**config.mk**
```make
export PLATFORM = sky130hd
export DESIGN_NAME = ptt_cell
export DESIGN_NICKNAME = d
export VERILOG_FILES = /design/src/rtl/ptt_pkg.sv /design/src/rtl/ptt_cell.sv
export SDC_FILE = /design/constraint.sdc
export NUM_CORES = 1
export LEC_CHECK = 0
export BUFFER_PORTS_ARGS = -buffer_cell sky130_fd_sc_hd__buf_2
export CAP_MARGIN = 15
export CORE_AREA = 2 2 306 308
export CTS_CLUSTER_SIZE = 30
export DETAILED_ROUTE_END_ITERATION = 10
export DIE_AREA = 0 0 308 310
export SYNTH_ARGS = -nofsm -noshare
export SYNTH_HDL_FRONTEND = slang
export SYNTH_SLANG_ARGS = --single-unit
```
**constraint.sdc**
```tcl
create_clock -name clk -period 12.3 [get_ports clk]
set_clock_uncertainty 0.15 [all_clocks]
set_input_delay 0.615 -clock clk [delete_from_list [all_inputs] [get_ports clk]]
set_output_delay 0.615 -clock clk [all_outputs]
set_load 0.1 [all_outputs]
```
**src/rtl/ptt_pkg.sv**
```systemverilog
// Shared types and codes for the periodic timer table.
package ptt_pkg;

  typedef enum logic [1:0] {
    FN_TICK   = 2'd0,
    FN_CREATE = 2'd1,
    FN_CANCEL = 2'd2
  } func_t;

  typedef enum logic [1:0] {
    STAT_OK    = 2'd0,
    STAT_FULL  = 2'd1,
    STAT_EMPTY = 2'd2
  } status_t;

  typedef enum logic [1:0] {
    ST_IDLE,
    ST_SRCH,
    ST_ROT,
    ST_DONE
  } state_t;

  // Row operation applied to every cell in the same cycle.
  typedef enum logic [1:0] {
    CELL_HOLD,
    CELL_KEEP,
    CELL_DROP,
    CELL_APPEND
  } cell_op_t;

  // Remaining count meaning "repeat forever".
  localparam logic signed [16:0] REM_FOREVER = 17'h1FFFF;

  typedef struct packed {
    logic [31:0]        interval;
    logic [63:0]        due;
    logic signed [16:0] remaining;
    logic [7:0]         handler;
    logic [63:0]        tag;
    logic [7:0]         task_id;
  } entry_t;

  typedef struct packed {
    cell_op_t op;
    entry_t   head;
    entry_t   fresh;
  } cell_ctl_t;

endpackage

```
**src/rtl/ptt_cell.sv**
```systemverilog
// One cell of the age-ordered timer row.
module ptt_cell
  import ptt_pkg::*;
#(
  parameter int SLOT_W = 4
) (
  input  logic              clk,
  input  logic              rst_n,
  input  cell_ctl_t         ctl,
  input  logic [SLOT_W-1:0] head_slot,
  input  logic [SLOT_W-1:0] fresh_slot,
  input  logic              prev_v,
  input  logic              next_v,
  input  entry_t            next_d,
  input  logic [SLOT_W-1:0] next_s,
  output logic              v,
  output entry_t            d,
  output logic [SLOT_W-1:0] s
);

  logic              v_r, v_nxt;
  entry_t            d_r, d_nxt;
  logic [SLOT_W-1:0] s_r, s_nxt;

  always_comb begin
    v_nxt = v_r;
    d_nxt = d_r;
    s_nxt = s_r;
    unique case (ctl.op)
      CELL_KEEP: begin
        // Shift down; the last live cell takes the head.
        if (v_r) begin
          if (next_v) begin
            d_nxt = next_d;
            s_nxt = next_s;
          end else begin
            d_nxt = ctl.head;
            s_nxt = head_slot;
          end
        end
      end
      CELL_DROP: begin
        if (v_r) begin
          d_nxt = next_d;
          s_nxt = next_s;
          v_nxt = next_v;
        end
      end
      CELL_APPEND: begin
        if (!v_r && prev_v) begin
          d_nxt = ctl.fresh;
          s_nxt = fresh_slot;
          v_nxt = 1'b1;
        end
      end
      default: ;
    endcase
  end

  always_ff @(posedge clk) begin
    if (!rst_n) begin
      v_r <= 1'b0;
    end else begin
      v_r <= v_nxt;
    end
  end

  always_ff @(posedge clk) begin
    d_r <= d_nxt;
    s_r <= s_nxt;
  end

  assign v = v_r;
  assign d = d_r;
  assign s = s_r;

endmodule

```
==> run_results.csv <==
group,metric,value,unit
placed_design,place_congestion,0.798,
worst_setup_path,regToRegSetupSlack,9.59,ns
timing,rsz0062_at_grt,"false",
worst_setup_path,end_kind,"flop",
worst_setup_path,crit_required,12.37,ns
floorplan,rows,112,
timing,finalSetupViolCount,0,
yosys,ys.flop_type,"edfxtp_1",
placed_design,io_buffers,794,
grt,grt_first_pass_wirelength,79700,um
worst_setup_path,start_kind,"input port",
cts,hold_buffers,0,
yosys,synth.top_cells.by_count,"592 x mux2i_1, 197 x edfxtp_1, 21 x buf_6",
floorplan,core-area,92500,um^2
cts,path_clk_slew,0.08,ns
worst_hold_path,hp-start,"rst_n",
cts,clkLatencyLatePin,0.50,ns
run,max_cap_viol_count,0,
worst_hold_path,whs_path_depth,3,
grt,grt_pass1_vias,10800,
worst_hold_path,min_to,"v$_SDFFE_PN0P_",
worst_setup_path,r2r-start,"v$_SDFFE_PN0P_",
route,avgViaCountPerCell,3.80,
grt,antenna_found_initial,76,
yosys,synth_edf_count,197,
run_status,outcome,"finished clean",
grt,grt_usage,12.0,%
yosys,synth.most_common_cell,"mux2i_1",
floorplan,start_util,13.6,%
worst_setup_path,arrival,3.19,ns
yosys,syn_inst,864,
placed_design,dp_hpwl,50100,um
yosys,synthArstFlopShare,0,%
yosys,synth.avg_cell_area,14.6,um^2
cells_and_area,synthToLayoutAreaGrowth,43.9,%
yosys,yosysSeqAreaShare,47.0,%
cts,cts_root_buf,"clkbuf_16",
grt,grt_max_degree,71,
yosys,yosys_register_bits,198,
worst_setup_path,reg2reg_to,"d[190]$_DFFE_PP_",
worst_setup_path,criticalPathCategory,"input port to flop",
pwr,p_per_area,112,nW/um^2
timing,tightest_slew,1.05,ns
route,first_pass_iters,4,
floorplan,die-area,95500,um^2
yosys,synth_area_leaders,"mux2i_1 47%, edfxtp_1 47%, buf_6 1.9%, buf_12 1.7%, clkbuf_4 0.89%",
timing,hold_violations,0,
yosys,synth.distinct_cells,16,
pwr,vdd_drop_max,0.112,mV
route,dr.first_iter.drc_count,513,
cts,cts_setup_buffers,0,
worst_setup_path,crit_fanout,70,
cells_and_area,final_nets,2221,
cts,post_cts_resized,0,
route,drc_errors,0,
cells_and_area,post-route-util,19.6,%
floorplan,ios,795,
cts,clk_path_buf_depth,2,
timing,slew_headroom,30.3,%
yosys,synth_top_area_share,46.9,%
timing,fmax,0.321,GHz
yosys,syn-cell-area,12600,um^2
pwr,p_leak,0.00882,uW
route,antenna_left,0,
yosys,synth_area_leader_cell,"mux2i_1",
cts,cts_tree,"done",
route,wirelength,60500,um
yosys,ys_warn_count,0,
cts,cts_buffers,17,
route,dr_total_vias,10800,
worst_setup_path,r2r.worst_path.cells,3,
timing,finalSetupTns,0,ns
floorplan,die_w,308,um
worst_hold_path,hp-class,"input port to flop",
timing,min_period_over_period,25.4,%
cts,clock-sinks,198,
floorplan,fp.dieH,310,um
timing,fin_crit,3.12,ns
timing,drv_slew,0,
yosys,syn_nets,1461,
grt,grt_overflow,0,
cells_and_area,num-fill-cells,10200,
route,routedWlPerCell,21.3,um
cts,cts_htree_levels,4,
cells_and_area,drive_above_1_share,51.4,%
-- metal layers --
metal  routed length, um  vias up  part of all wire (%)  global-route usage [%]
li1                    -     4898                     -                       -
met5                 286        -                  0.47                       0
met2               28900      576                    48                    20.2
met3                6230      154                    10                    5.39
met1               23700     5135                    39                    13.6
met4                1380       42                   2.3                    3.58
-- layout make-up --
cell class	count	area, um^2	area share, %
Antenna cell	7	17.5	0.0965
Sequential cell	198	5940	32.7
Tap cell	1197	1500	8.25
Multi-Input combinational cell	598	5970	32.9
Clock buffer	17	425	2.34
Clock inverter	15	191	1.05
Timing Repair Buffer	809	4120	22.7
-- power breakdown --
| group | switching, uW | internal (uW) |
|---|---|---|
| Sequential | 8.95 | 793 |
| Clock | 309 | 325 |
| Combinational | 404 | 188 |
| Total | 723 | 1310 |
-- how the worst max path moves through the flow --
stage               startpoint  cells past startpoint  slack [ns]          endpoint
CTS                     next_v                      5        9.29  d[103]$_DFFE_PP_
global placement        next_v                      5        8.74  d[116]$_DFFE_PP_
detailed placement      next_v                      5        8.72  d[110]$_DFFE_PP_
floorplan             ctl[386]                      5        0.19    d[0]$_DFFE_PP_
finish                  next_v                      5        9.18  d[103]$_DFFE_PP_
global route            next_v                      5        9.12  d[103]$_DFFE_PP_
-- sequential cells by signal, summed over array words and instances, names as in the netlist --
signal	flops
d	193
s	4
v	1
-- cells by family after synthesis --
| group | synth area share (%) |
|---|---|
| AO/OA/AOI/OAI | 0.0792 |
| XOR/XNOR | 0.0694 |
| buffers and inverters | 5.75 |
| flip-flops | 47.0 |
| multiplexers | 46.9 |
| AND/OR/NAND/NOR | 0.139 |
-- through the flow --
stage | instances | cell area (um^2) | total power, uW | setup WS [ns] | hold slack [ns]
2_1_floorplan | 864 | 12600 | 1260 | 0.187 | 0.606
3_3_place_gp | 2802 | 17500 | 1410 | 8.74 | 0.436
3_5_place_dp | 2802 | 17500 | 1410 | 8.72 | 0.439
4_1_cts | 2834 | 18100 | 2070 | 9.29 | 0.125
5_1_grt | 2836 | 18100 | 2120 | 9.12 | 0.160
6_report | 2841 | 18200 | 2030 | 9.18 | 0.193
-- critical path, cell delays in order --
cell and delay [ns]:
buf_8 0.55, buf_4 0.67, buf_4 0.79, mux2i_1 0.29, mux2i_1 0.09
-- placed cells by master (no fill, tap or decap) --
| cell | n |
|---|---|
| buf_2 | 791 |
| mux2i_1 | 591 |
| edfxtp_1 | 197 |
| clkbuf_16 | 17 |
| buf_4 | 15 |
| diode_2 | 7 |
| bufinv_16 | 3 |
| clkinvlp_4 | 3 |
| inv_8 | 3 |
| buf_8 | 3 |
| clkinv_2 | 2 |
| inv_6 | 2 |
| clkinv_4 | 2 |
| nand3_1 | 1 |
| xnor2_1 | 1 |
| mux2i_4 | 1 |
| a21oi_1 | 1 |
| nor3b_1 | 1 |
| o21ai_0 | 1 |
| nor3_1 | 1 |
| dfxtp_1 | 1 |
No activity file was read; power rests on OpenSTA's default activity.
